**config.mk**
```make
export PLATFORM = sky130hd
export DESIGN_NAME = gamepad_button_edge_autorepeat
export DESIGN_NICKNAME = d
export VERILOG_FILES = /design/src/rtl/core/gpbe_pkg.sv /design/src/rtl/core/gpbe_repeat.sv /design/src/rtl/core/gamepad_button_edge_autorepeat.sv
export SDC_FILE = /design/constraint.sdc
export NUM_CORES = 1
export LEC_CHECK = 0
export ABC_AREA = 0
export BUFFER_PORTS_ARGS = -buffer_cell sky130_fd_sc_hd__buf_4
export CORE_MARGIN = 2
export CORE_UTILIZATION = 30
export DETAILED_ROUTE_END_ITERATION = 7
export PLACE_DENSITY = 0.5
export SKIP_LAST_GASP = 1
export SLEW_MARGIN = 20
export SYNTH_ARGS = -nofsm -noshare
export SYNTH_HDL_FRONTEND = slang
export SYNTH_SLANG_ARGS = --single-unit
```
**constraint.sdc**
```tcl
create_clock -name aclk -period 13 [get_ports aclk]
set_clock_uncertainty 0.15 [all_clocks]
set_input_delay 1.3 -clock aclk [delete_from_list [all_inputs] [get_ports aclk]]
set_output_delay 1.3 -clock aclk [all_outputs]
set_load 0.01 [all_outputs]
```
**src/rtl/core/gpbe_pkg.sv**
```systemverilog
`timescale 1ns / 1ps

package gpbe_pkg;

    // Number of buttons with an auto-repeat timer (4 to 16)
    localparam int RepeatButtons = 12;
    localparam int DirTimers     = 4;

    // Pad id bytes
    localparam logic [7:0] PAD_DIGITAL  = 8'h41;
    localparam logic [7:0] PAD_ANALOG_S = 8'h73;
    localparam logic [7:0] PAD_ANALOG_Y = 8'h79;
    localparam logic [7:0] STICK_NEUTRAL = 8'd128;

    // Button word bit positions
    localparam logic [15:0] DPAD_MASK = 16'h00F0;
    localparam int DirUpBit    = 4;
    localparam int DirRightBit = 5;
    localparam int DirDownBit  = 6;
    localparam int DirLeftBit  = 7;

    // Config register indexes
    localparam logic [1:0] CFG_REPEAT_DELAY  = 2'd0;
    localparam logic [1:0] CFG_REPEAT_PERIOD = 2'd1;
    localparam logic [1:0] CFG_STICK_HIGH    = 2'd2;
    localparam logic [1:0] CFG_STICK_LOW     = 2'd3;

    // Config reset values
    localparam logic [7:0] RESET_DELAY      = 8'd7;
    localparam logic [7:0] RESET_PERIOD     = 8'd3;
    localparam logic [7:0] RESET_STICK_HIGH = 8'd192;
    localparam logic [7:0] RESET_STICK_LOW  = 8'd64;

    // Timer to button-bit mapping: up, down, left, right, then the rest
    localparam logic [3:0] TIMER_BIT [16] = '{
        4'd4,  4'd6,  4'd7,  4'd5,
        4'd10, 4'd8,  4'd11, 4'd9,
        4'd14, 4'd13, 4'd12, 4'd15,
        4'd0,  4'd1,  4'd2,  4'd3
    };

    // Per-item controls for the repeat timers
    typedef struct packed {
        logic        advance;
        logic [15:0] edges;
        logic [15:0] held;
        logic [15:0] vedges;
        logic [15:0] vheld;
        logic [7:0]  delay;
        logic [7:0]  period;
    } gpbe_tmr_ctl_t;

    typedef struct packed {
        logic [7:0] cnt;
        logic       pulse;
    } gpbe_tick_t;

    // One timer step: load on a press, count down while held, pulse at zero
    function automatic gpbe_tick_t tick_timer(
        input logic [7:0] cnt,
        input logic       press,
        input logic       hold,
        input logic [7:0] delay,
        input logic [7:0] period
    );
        gpbe_tick_t res;
        logic [7:0] dec;
        dec       = cnt - 8'd1;
        res.cnt   = cnt;
        res.pulse = 1'b0;
        if (press) begin
            res.cnt = delay;
        end else if (hold) begin
            if (dec == 8'd0) begin
                res.pulse = 1'b1;
                res.cnt   = period;
            end else begin
                res.cnt = dec;
            end
        end
        return res;
    endfunction

endpackage

```
**src/rtl/core/gpbe_repeat.sv**
```systemverilog
`timescale 1ns / 1ps

module gpbe_repeat (
    input  logic                   aclk,
    input  logic                   aresetn,
    input  gpbe_pkg::gpbe_tmr_ctl_t ctl,
    output logic [15:0]            pulses,
    output logic [15:0]            vpulses
);

    logic [7:0] cnt_reg  [gpbe_pkg::RepeatButtons];
    logic [7:0] cnt_next [gpbe_pkg::RepeatButtons];

    // Physical pass for every timer, then a virtual pass for the directions
    always_comb begin
        gpbe_pkg::gpbe_tick_t t1;
        gpbe_pkg::gpbe_tick_t t2;
        logic [3:0] b;
        pulses  = '0;
        vpulses = '0;
        t1      = '0;
        t2      = '0;
        b       = '0;
        for (int i = 0; i < gpbe_pkg::RepeatButtons; i++) begin
            b  = gpbe_pkg::TIMER_BIT[i];
            t1 = gpbe_pkg::tick_timer(cnt_reg[i], ctl.edges[b], ctl.held[b],
                                      ctl.delay, ctl.period);
            pulses[b] = t1.pulse;
            if (i < gpbe_pkg::DirTimers) begin
                t2 = gpbe_pkg::tick_timer(t1.cnt, ctl.vedges[b], ctl.vheld[b],
                                          ctl.delay, ctl.period);
                vpulses[b]  = t2.pulse;
                cnt_next[i] = t2.cnt;
            end else begin
                cnt_next[i] = t1.cnt;
            end
        end
    end

    // Timers move only when a frame is retired
    always_ff @(posedge aclk) begin
        if (!aresetn) begin
            for (int i = 0; i < gpbe_pkg::RepeatButtons; i++) begin
                cnt_reg[i] <= '0;
            end
        end else if (ctl.advance) begin
            for (int i = 0; i < gpbe_pkg::RepeatButtons; i++) begin
                cnt_reg[i] <= cnt_next[i];
            end
        end
    end

endmodule

```
**src/rtl/core/gamepad_button_edge_autorepeat.sv**
```systemverilog
`timescale 1ns / 1ps

// Channel   Ports                       Direction  Moves
// s_        s_valid / s_ready + 8 bytes in         one controller frame request
// m_        m_valid / m_ready + 10 flds out        one result request per frame
// cfg_      cfg_wr_en, cfg_index, data  in         register write, no wait
//
// One frame per cycle sustained while m_ready stays high. A frame is held in
// the input register, is decoded and ticks the repeat timers in a single
// pass, and lands in the output register, which drives m_valid.
// Reset clears history, timers, valids and loads the register defaults.
// A stalled output holds its result while the input register still takes
// one more frame.

module gamepad_button_edge_autorepeat (
    input  logic        aclk,
    input  logic        aresetn,
    // input frames
    input  logic        s_valid,
    output logic        s_ready,
    input  logic [7:0]  s_read_status,
    input  logic [7:0]  s_pad_kind,
    input  logic [7:0]  s_button_high_byte,
    input  logic [7:0]  s_button_low_byte,
    input  logic [7:0]  s_right_stick_x,
    input  logic [7:0]  s_right_stick_y,
    input  logic [7:0]  s_left_stick_x,
    input  logic [7:0]  s_left_stick_y,
    // results
    output logic        m_valid,
    input  logic        m_ready,
    output logic [15:0] m_held_buttons,
    output logic [15:0] m_pressed_edges,
    output logic [15:0] m_pressed_with_repeat,
    output logic [15:0] m_virtual_held,
    output logic [15:0] m_virtual_edges,
    output logic [15:0] m_virtual_with_repeat,
    output logic [7:0]  m_out_right_x,
    output logic [7:0]  m_out_right_y,
    output logic [7:0]  m_out_left_x,
    output logic [7:0]  m_out_left_y,
    // configuration
    input  logic        cfg_wr_en,
    input  logic [1:0]  cfg_index,
    input  logic [7:0]  cfg_data
);

    // Config registers
    logic [7:0] delay_reg, period_reg, high_reg, low_reg;

    // Input stage
    logic       in_valid_reg, in_valid_next;
    logic [7:0] status_reg, kind_reg, bhi_reg, blo_reg;
    logic [7:0] rx_in_reg, ry_in_reg, lx_in_reg, ly_in_reg;

    // History
    logic [15:0] prev_held_reg, prev_virtual_reg;

    // Output stage
    logic        out_valid_reg, out_valid_next;
    logic [15:0] held_reg, edges_reg, rep_reg, vheld_reg, vedges_reg, vrep_reg;
    logic [7:0]  rx_reg, ry_reg, lx_reg, ly_reg;

    // Decode results
    logic        analog, digital, advance, take;
    logic [15:0] held, prev, vheld, vprev, edges, vedges, pulses, vpulses;
    logic [7:0]  rx, ry, lx, ly;

    gpbe_pkg::gpbe_tmr_ctl_t tmr_ctl;

    // Handshake
    assign advance = in_valid_reg && (!out_valid_reg || m_ready);
    assign s_ready = !in_valid_reg || advance;
    assign take    = s_valid && s_ready;

    assign in_valid_next  = take ? 1'b1 : (advance ? 1'b0 : in_valid_reg);
    assign out_valid_next = advance ? 1'b1 : (m_ready ? 1'b0 : out_valid_reg);

    // Configuration writes
    always_ff @(posedge aclk) begin
        if (!aresetn) begin
            delay_reg  <= gpbe_pkg::RESET_DELAY;
            period_reg <= gpbe_pkg::RESET_PERIOD;
            high_reg   <= gpbe_pkg::RESET_STICK_HIGH;
            low_reg    <= gpbe_pkg::RESET_STICK_LOW;
        end else if (cfg_wr_en) begin
            unique case (cfg_index)
                gpbe_pkg::CFG_REPEAT_DELAY:  delay_reg  <= cfg_data;
                gpbe_pkg::CFG_REPEAT_PERIOD: period_reg <= cfg_data;
                gpbe_pkg::CFG_STICK_HIGH:    high_reg   <= cfg_data;
                gpbe_pkg::CFG_STICK_LOW:     low_reg    <= cfg_data;
                default: ;
            endcase
        end
    end

    // Input register
    always_ff @(posedge aclk) begin
        if (!aresetn) begin
            in_valid_reg <= 1'b0;
        end else begin
            in_valid_reg <= in_valid_next;
        end
    end

    always_ff @(posedge aclk) begin
        if (take) begin
            status_reg <= s_read_status;
            kind_reg   <= s_pad_kind;
            bhi_reg    <= s_button_high_byte;
            blo_reg    <= s_button_low_byte;
            rx_in_reg  <= s_right_stick_x;
            ry_in_reg  <= s_right_stick_y;
            lx_in_reg  <= s_left_stick_x;
            ly_in_reg  <= s_left_stick_y;
        end
    end

    // Frame decode
    always_comb begin
        analog  = (status_reg == 8'd0) &&
                  ((kind_reg == gpbe_pkg::PAD_ANALOG_S) ||
                   (kind_reg == gpbe_pkg::PAD_ANALOG_Y));
        digital = analog || ((status_reg == 8'd0) && (kind_reg == gpbe_pkg::PAD_DIGITAL));
        held    = digital ? ~{bhi_reg, blo_reg} : 16'd0;
        prev    = digital ? prev_held_reg : 16'd0;
        vprev   = analog ? prev_virtual_reg : 16'd0;
        rx      = analog ? rx_in_reg : gpbe_pkg::STICK_NEUTRAL;
        ry      = analog ? ry_in_reg : gpbe_pkg::STICK_NEUTRAL;
        lx      = analog ? lx_in_reg : gpbe_pkg::STICK_NEUTRAL;
        ly      = analog ? ly_in_reg : gpbe_pkg::STICK_NEUTRAL;

        // Virtual d-pad from d-pad bits and left stick thresholds
        vheld = held & gpbe_pkg::DPAD_MASK;
        if (lx > high_reg) vheld[gpbe_pkg::DirRightBit] = 1'b1;
        if (lx < low_reg)  vheld[gpbe_pkg::DirLeftBit]  = 1'b1;
        if (ly > high_reg) vheld[gpbe_pkg::DirDownBit]  = 1'b1;
        if (ly < low_reg)  vheld[gpbe_pkg::DirUpBit]    = 1'b1;

        edges  = held & ~prev;
        vedges = vheld & ~vprev;
    end

    // Repeat timers
    always_comb begin
        tmr_ctl.advance = advance;
        tmr_ctl.edges   = edges;
        tmr_ctl.held    = held;
        tmr_ctl.vedges  = vedges;
        tmr_ctl.vheld   = vheld;
        tmr_ctl.delay   = delay_reg;
        tmr_ctl.period  = period_reg;
    end

    gpbe_repeat u_repeat (
        .aclk    (aclk),
        .aresetn (aresetn),
        .ctl     (tmr_ctl),
        .pulses  (pulses),
        .vpulses (vpulses)
    );

    // History and output valid
    always_ff @(posedge aclk) begin
        if (!aresetn) begin
            prev_held_reg    <= '0;
            prev_virtual_reg <= '0;
            out_valid_reg    <= 1'b0;
        end else begin
            out_valid_reg <= out_valid_next;
            if (advance) begin
                prev_held_reg    <= held;
                prev_virtual_reg <= vheld;
            end
        end
    end

    // Result register
    always_ff @(posedge aclk) begin
        if (advance) begin
            held_reg   <= held;
            edges_reg  <= edges;
            rep_reg    <= edges | pulses;
            vheld_reg  <= vheld;
            vedges_reg <= vedges;
            vrep_reg   <= vedges | vpulses;
            rx_reg     <= rx;
            ry_reg     <= ry;
            lx_reg     <= lx;
            ly_reg     <= ly;
        end
    end

    assign m_valid               = out_valid_reg;
    assign m_held_buttons        = held_reg;
    assign m_pressed_edges       = edges_reg;
    assign m_pressed_with_repeat = rep_reg;
    assign m_virtual_held        = vheld_reg;
    assign m_virtual_edges       = vedges_reg;
    assign m_virtual_with_repeat = vrep_reg;
    assign m_out_right_x         = rx_reg;
    assign m_out_right_y         = ry_reg;
    assign m_out_left_x          = lx_reg;
    assign m_out_left_y          = ly_reg;

endmodule

```
# Word-level counts from Yosys, hierarchy flattened
# Memory sizes are Yosys's and may differ from the RTL's.
# Cells that the tools add are included.
# word_totals
register_bits	234
ramBits	96
input_bits	79
out_inout_bits	130
word_cells	215
memories	1
# memory_table
memory	depth	word_bits	rd	rd_clocked_by_memory_dff	wr	line_no	source
u_repeat.cnt_reg	12	8	12	0	12	gpbe_repeat.sv:11	logic [7:0] cnt_reg [gpbe_pkg::RepeatButtons];
# op_classes
addsub	16
order_cmp	4
n_eq_ne	6
muxes	109
bitwise_logic	19
reduce_logical	34
# ops
operator	count
$mux W8	47
$mux W9	16
$logic_not A8 Y1	17
$sub A8 B1 Y8 const B	16
$mux W1	44
$mux W16	2
$not A16 Y16	2
$eq A8 B7 Y1 const B	3
$and A16 B16 Y16	1
$and A8 B16 Y16	1
$gt A8 B8 Y1	2
$lt A8 B8 Y1	2
$not A8 Y16	1
$or A16 B16 Y16	1
$or A16 B8 Y16	1
$or A1 B1 Y1	12
$reduce_and A2 Y1	4
$eq A2 B2 Y1 const B	2
$logic_and A1 B1 Y1	4
$logic_or A1 B1 Y1	4
$reduce_bool A2 Y1	2
$eq A2 B1 Y1 const B	1
$logic_not A1 Y1	2
$logic_not A2 Y1	1

# Longest topological paths before layout
# Gate-level depths: netlist of the first run.
# depth
depth_word	14
ltp_mapped	20

# Cells and area by module
# A second synthesis of the first run with hierarchy kept.
# unflattened
hier_cells	1831
area_unflattened_um2	18370.1
# modules_own_cells
module	instances	cells_per_inst	area_per_inst_um2	seq_area_each_um2
gpbe_repeat	1	1193	9459.1	2882.8
gamepad_button_edge_autorepeat	1	638	8911.0	6125.9

# Worst setup path after synthesis of the first run
# OpenSTA, ideal clock, no wires.
# synth_path
path_type	input port to flip-flop
startpoint	in m_ready
endpoint	reg held_reg[0], in the netlist m_held_buttons[0], enable pin
setup_time_ns	0.486
arrival_time_ns	4.567
required_time_ns	12.364
setup_slack_ns	7.797
path_stages	6
path_buffers	3
cell_sequence	nor2b_1 -> nand2b_1 -> clkbuf_1 -> inv_1 -> clkbuf_1 -> buf_1
# synth_between
elab_chain_cells	2
# synth_lines
item	line_no	source
start, declared	gamepad_button_edge_autorepeat.sv:31	input logic m_ready,
$logic_or A1 B1 Y1	gamepad_button_edge_autorepeat.sv:72	assign advance = in_valid_reg && (!out_valid_reg || m_ready);
$logic_and A1 B1 Y1	gamepad_button_edge_autorepeat.sv:72	
named net advance	gamepad_button_edge_autorepeat.sv:65	logic analog, digital, advance, take;
end signal, assigned	gamepad_button_edge_autorepeat.sv:181	held_reg <= held;
end, declared	gamepad_button_edge_autorepeat.sv:61	logic [15:0] held_reg, edges_reg, rep_reg, vheld_reg, vedges_reg, vrep_reg;
# The timed path passes the listed nets, and every way through them passes these cells.
# A chain may end at the register's enable or synchronous reset.

==> results of run 1 <==
report_power, final:
| group | total (mW) | internal (mW) | switching (mW) | leakage, nW |
|---|---|---|---|---|
| registers | 1.13 | 1.09 | 0.0370 | 2.83 |
| logic | 0.270 | 0.105 | 0.165 | 4.24 |
| clock network | 1.09 | 0.663 | 0.424 | 0.616 |
cell families (layout without fill, tap and decap cells):
group / after synthesis / in the layout / share of synthesized area
simple gates: 685 / 685 / 0.196
buf+inv: 245 / 359 / 0.0627
fa+ha+maj: 62 / 62 / 0.0437
flops: 302 / 302 / 0.480
xor+xnor: 69 / 69 / 0.0345
other cells: 1 / 36 / 0.000211
mux: 44 / 44 / 0.0253
compound gates: 408 / 408 / 0.157
critical path, cell delays in order (launching register included):
cell and delay [ns]:
edfxtp_1 0.37, or4_1 0.71, or2_1 0.31, nor3_2 0.10, buf_4 0.38, and2_1 0.23, ha_1 0.25, nor2b_1 0.13
o21ai_0 0.15, nand2b_1 0.07, a21oi_1 0.14, o21ai_0 0.09, o21a_1 0.13, nor2_1 0.74, clkinv_1 0.47, o21ai_0 0.18
a22oi_1 0.08, a31oi_1 0.14, nor2_1 0.05
final cells by class:
type	count	share of cell area
tap	773	0.0463
clock buffer	51	0.0499
inverter	90	0.0164
multi-input combinational	1304	0.396
sequential	302	0.409
timing repair buffer	200	0.0719
clock inverter	18	0.0112
stage by stage:
stage,area (um2),total power [mW]
finish,20900,2.49
global route,20900,2.59
CTS,20900,2.52
detailed placement,19600,1.42
global placement,19600,1.42
floorplan,17900,1.32
worst max path at each step:
stage	startpoint	to
2_1_floorplan	m_ready	m_held_buttons[0]
3_3_place_gp	status_reg[1]	u_repeat.cnt_reg[0][26]
3_5_place_dp	status_reg[1]	u_repeat.cnt_reg[0][26]
4_1_cts	status_reg[1]	u_repeat.cnt_reg[0][26]
5_1_grt	status_reg[1]	u_repeat.cnt_reg[0][26]
6_report	status_reg[0]	u_repeat.cnt_reg[0][26]
placed cells by master, fill, tap and decap left out, types with 17 or more instances in the layout:
master and instances:
conb_1 36, and2_1 42, nand3_1 49, nor3_1 56, nor2b_1 31, a21boi_0 26, and3_1 17, mux2i_1 40
o21ai_0 61, nor2_1 157, o211ai_1 17, nand2_1 184, nor4_1 25, a21oi_1 100, buf_4 200, or3_1 17
xor2_1 33, ha_1 62, dfxtp_1 54, xnor2_1 35, edfxtp_1 248, o21a_1 19, a211oi_1 47, clkbuf_16 39
a31oi_1 32, inv_1 87
cell usage after synthesis (17+ instances only):
| cell type | number |
|---|---|
| inv_1 | 88 |
| nor3_1 | 57 |
| nor4_1 | 26 |
| and3_1 | 17 |
| nand2_1 | 185 |
| o21ai_0 | 61 |
| nor2_1 | 157 |
| mux2i_1 | 40 |
| xor2_1 | 33 |
| dfxtp_1 | 54 |
| edfxtp_1 | 248 |
| a211oi_1 | 47 |
| xnor2_1 | 35 |
| clkbuf_1 | 96 |
| nor2b_1 | 31 |
| buf_4 | 41 |
| ha_1 | 62 |
| and2_1 | 43 |
| o21a_1 | 19 |
| a21boi_0 | 26 |
| nand3_1 | 49 |
| or3_1 | 17 |
| a21oi_1 | 100 |
| a31oi_1 | 32 |
| o211ai_1 | 17 |
metal layers:
layer	part of all wire	up-vias	wire length, um
met5	0	-	0
met1	0.45	6815	24300
met3	0.060	72	3250
met2	0.47	430	25600
li1	-	6799	-
met4	0.023	0	1260
==> results.toml, run 1 <==
[status]
outcome = "completed"

[setup_path]
startpoint_type = "flop"
critPathKind = "reg -> reg"
reg2regPathDepth = 18
cp.arrival_ns = 5.34
cp-end-kind = "flop"
worstPathRequired_ns = 13.15
critPathMaxFanout = 36
r2r_setup_slack_ns = 7.82
r2r_start = "status_reg[0]"
regToRegEndpoint = "u_repeat.cnt_reg[0][26]"

[placement]
place_ws_ns = 7.82
post-dp-hpwl_um = 36900
io_buffer_count = 172
dp.cells = 2669
gp_routability_congestion = 0.893

[finish]
final_core_util = 0.355
drive_above_1_share = 0.161
fin_nets = 2077
fill_cells = 5931
num_antenna_cells = 0
syn2layout_area_growth_pct = 17.6
register_area_um2 = 8530
multi_input_area_um2 = 8260
final_cells = 2738
largest_reg_flops = 96

[yosys]
avgSynthCellArea_um2 = 9.78
synth_area_leader_cell = "edfxtp_1"
async_flop_share = 0
synth_top_area_frac = 0.420
synthTopCellsByArea = "edfxtp_1, dfxtp_1, ha_1, nand2_1, nor2_1"
synthFlopType = "edfxtp_1"
ys_seq_elements = 302
ys_types = 100
postSynthCellCount = 1816
synth_enable_flop_cells = 248
ys_warn_count = 0
seq_area_frac_synth = 0.480
netlist_area_um2 = 17800

[grt]
grt_start_max_net_pins = 52
grt_antenna_before_repair = 0
grt_busiest_layer = "met2"
met3_usage = 0.0333
grt_pass1_vias = 13717
gr-total-overflow = 0
grt_pass1_wl_um = 82400
grt_util_met2 = 0.290
use_met1 = 0.235
grt_use_total = 0.176

[min_path]
min_to = "low_reg[4]"
min_path_cells = 2
hold_class = "reg -> reg"
worstHoldStart = "low_reg[4]"

[sta]
setup_slack_ns = 7.82
tightest_slew_ns = 0.986
setup_tns_ns = 0
final-hold-violation-count = 0
max_freq_ghz = 0.193
timing.hold.ws_ns = 0.314
relSlewSlack = 0.336
rsz0062_at_grt = "no"
fin_crit_sh = 0.399
setup_viol = 0
slew_violations = 0
final.min_clock_period_ns = 5.18

[clock_tree]
clk_pin_slew_worst_paths_ns = 0.06
cts_tree = "done"
cts_resized = 0
ctsHoldBuffers = 0
numCtsBuffers = 38
cts.sinks = 302
cts_buffer_depth = 3
post_cts_buffers = 0
ctsRootBufferMaster = "clkbuf_16"
clk_latency_ns = 0.57
htreeDepth = 2

[floorplanning]
die_area_um2 = 61100
placementRows = 89
initial_core_util = 0.302
die_y_um = 247
die-width_um = 247
pin_count = 209
coreArea_um2 = 58800

[job]
cap_viol_max_count = 0

[drt]
wl_um = 54300
dr.pass1.iters = 6
vias = 14116
postRouteAntennaNets = 0
drc_errors = 0
drt-initial-drc-count = 1030
viasPerCell = 5.16
routedWlPerCell_um = 19.8

[power_and_ir_drop]
p_per_area_nw_per_um2 = 119
p_leak_nw = 7.69
ir_drop_uv = 79.8
Power figures use the tool's default switching activity.
==> inputs of run 2 (changes only) <==
--- a/config.mk
+++ b/config.mk
@@ -5,12 +5,12 @@
 export SDC_FILE = /design/constraint.sdc
 export NUM_CORES = 1
 export LEC_CHECK = 0
-export ABC_AREA = 0
+export ABC_AREA = 1
 export BUFFER_PORTS_ARGS = -buffer_cell sky130_fd_sc_hd__buf_4
 export CORE_MARGIN = 2
 export CORE_UTILIZATION = 30
 export DETAILED_ROUTE_END_ITERATION = 7
-export PLACE_DENSITY = 0.5
+export PLACE_DENSITY = 0.51
 export SKIP_LAST_GASP = 1
 export SLEW_MARGIN = 20
 export SYNTH_ARGS = -nofsm -noshare
==> constraint.sdc (replaced) <==
create_clock -name aclk -period 4.55 [get_ports aclk]
set_clock_uncertainty 0.15 [all_clocks]
set_input_delay 0.455 -clock aclk [delete_from_list [all_inputs] [get_ports aclk]]
set_output_delay 0.455 -clock aclk [all_outputs]
set_load 0.01 [all_outputs]
==> results.toml, run 2 <==
[min_path]
worstHoldStart = "cfg_data[7]"
hold_class = "in -> reg"
min_to = "high_reg[7]"
min_path_cells = 3

[setup_path]
r2r_start = "kind_reg[2]"
cp.depth = 17
cpMaxStageDelayCell = "nor2_1"
startpoint_type = "flop"
crit_top_cell = "nand2_1"
r2r_setup_slack_ns = 0.45
cp-end-kind = "flop"
path_buf_inv = 4
regToRegEndpoint = "u_repeat.cnt_reg[0][14]"
max_stage_delay_ns = 0.46
cp.arrival_ns = 4.24
worstPathRequired_ns = 4.69
critPathKind = "reg -> reg"
path_cells = "inv_1 -> nand2_1 -> nor3_2 -> nand2_2 -> or2_2 -> ha_1 -> nand2_1 -> inv_1 -> nand2_1 -> o21ai_0 -> o41ai_1 -> nand2_1 -> clkinv_1 -> nor2_1 -> inv_1 -> o221ai_1 -> a21oi_1"
reg2regPathDepth = 17
critPathMaxFanout = 20
critPathTopFamily = "simple AND/OR/NAND/NOR gates"

[floorplanning]
die_area_um2 = 60000
die_y_um = 245
die-width_um = 245
pin_count = 209
placementRows = 88
coreArea_um2 = 57600
initial_core_util = 0.303

[power_and_ir_drop]
p_per_area_nw_per_um2 = 324
p_leak_nw = 8.84
finalPower_mw = 6.94
ir_drop_uv = 292

[sta]
setup_viol = 0
final-hold-violation-count = 0
setup_tns_ns = 0
relSlewSlack = 0.436
fin_crit_sh = 0.901
tightest_slew_ns = 0.843
rsz0062_at_grt = "no"
setup_slack_ns = 0.450
final.min_clock_period_ns = 4.10
slew_violations = 0
max_freq_ghz = 0.244
timing.hold.ws_ns = 0.0414

[drt]
dr.pass1.iters = 5
drt-initial-drc-count = 1005
drc_errors = 0
routedWlPerCell_um = 18.0
postRouteAntennaNets = 0
wl_um = 55700
vias = 14985
viasPerCell = 4.84

[clock_tree]
ctsHoldBuffers = 65
numCtsBuffers = 37
cts_tree = "done"
clk_latency_ns = 0.55
cts_buffer_depth = 3
htreeDepth = 2
ctsRootBufferMaster = "clkbuf_16"
cts_resized = 0
post_cts_buffers = 0
clk_pin_slew_worst_paths_ns = 0.06
cts.sinks = 302

[placement]
gp_routability_congestion = 0.883
post-dp-hpwl_um = 38400
place_area_um2 = 19600
dp.cells = 2962
place_ws_ns = 0.432
io_buffer_count = 172

[yosys]
postSynthCellCount = 2043
synthFlopType = "edfxtp_1"
synth_area_leader_cell = "edfxtp_1"
ys_types = 50
async_flop_share = 0
synthTopCellsByArea = "edfxtp_1, nand2_1, dfxtp_1, inv_1, nor2_1"
synth_top_area_frac = 0.427
seq_area_frac_synth = 0.489
ys_warn_count = 0
netlist_area_um2 = 17400
ys_seq_elements = 302
synth_enable_flop_cells = 248
ys_top_cells_by_count = "nand2_1, inv_1, edfxtp_1"
avgSynthCellArea_um2 = 8.53
yosysMostFrequentCell = "nand2_1"

[finish]
fin_nets = 2442
most-common-layout-cells = "nand2_1, inv_1, edfxtp_1"
final_common_cell = "nand2_1"
final_cells = 3095
drive_above_1_share = 0.149
final_core_util = 0.372
largest_reg_flops = 96
design_area_um2 = 21400
syn2layout_area_growth_pct = 22.9
num_antenna_cells = 0

[grt]
grt_start_max_net_pins = 68
grt_pass1_wl_um = 85200
grt_use_total = 0.184
grt_antenna_before_repair = 0
grt_pass1_vias = 14754
gr-total-overflow = 0

[status]
outcome = "completed"

[job]
cap_viol_max_count = 0
## run 2: changes by cell type in the layout (fill, tap and decap cells not counted), moves of 31 or more
cell / delta
nand2_1: +242
inv_1: +161
dlygate4sd3_1: +65
nor2_1: +55
nand3_1: +54
a21oi_1: +49
a211oi_1: -45
mux2i_1: -40
and2_1: -37
nand4_1: +37
o211ai_1: +36
nor2b_1: -31
nor3_1: -31
## run 2: metal layers
metal / vias to the layer above / global-route usage / wire length (um)
li1: 7348 / - / -
met1: 7098 / 0.252 / 25500
met2: 449 / 0.294 / 25300
met3: 90 / 0.0325 / 3260
met4: 0 / 0.0590 / 1590
met5: - / 0 / 0
## run 2: report_power, final
group          switching, mW  leakage [nW]  total (mW)  internal [mW]
combinational          0.584          5.40       0.906          0.322
sequential            0.0821          2.88        3.20           3.12
clock                   1.19         0.559        2.83           1.64
total                   1.86          8.84        6.94           5.08
## run 2: how the worst max path moves through the flow
stage / slack, ns / from / endpoint
final: 0.45 / kind_reg[2] / u_repeat.cnt_reg[0][14]
after detailed placement: 0.43 / kind_reg[2] / u_repeat.cnt_reg[0][14]
after CTS: 0.46 / kind_reg[2] / u_repeat.cnt_reg[0][14]
after global placement: 0.47 / kind_reg[2] / u_repeat.cnt_reg[0][0]
after global routing: 0.03 / status_reg[5] / u_repeat.cnt_reg[0][14]
after floorplan: 1.05 / kind_reg[3] / u_repeat.cnt_reg[0][14]
## run 2: worst reg2reg max path, stage by stage (launching register included)
cell      delay, ns
edfxtp_1       0.36
inv_1          0.10
nand2_1        0.12
nor3_2         0.21
nand2_2        0.33
or2_2          0.45
ha_1           0.30
nand2_1        0.05
inv_1          0.06
nand2_1        0.07
o21ai_0        0.17
o41ai_1        0.12
nand2_1        0.23
clkinv_1       0.27
nor2_1         0.46
inv_1          0.15
o221ai_1       0.17
a21oi_1        0.07
## run 2: cell type report
cell class              count  area (um2)
fillers                  5813       36200
clock inverters            12        60.1
flip-flops and latches    302        8530
well taps                 765         957
multi-input cells        1412        7500
inverters                 270        1020
repair buffers            278        2260
clock buffers              56        1080
## run 2: logic make-up (layout without fill, tap and decap cells)
logic type,count (synthesis),after routing,synth area share
AO/OA/AOI/OAI,366,366,0.122
flip-flops,302,302,0.489
XOR/XNOR,59,59,0.0297
AND/OR/NAND/NOR,889,889,0.227
adder cells (fa/ha/maj),62,62,0.0445
other,1,36,0.000215
buffers and inverters,364,616,0.0876
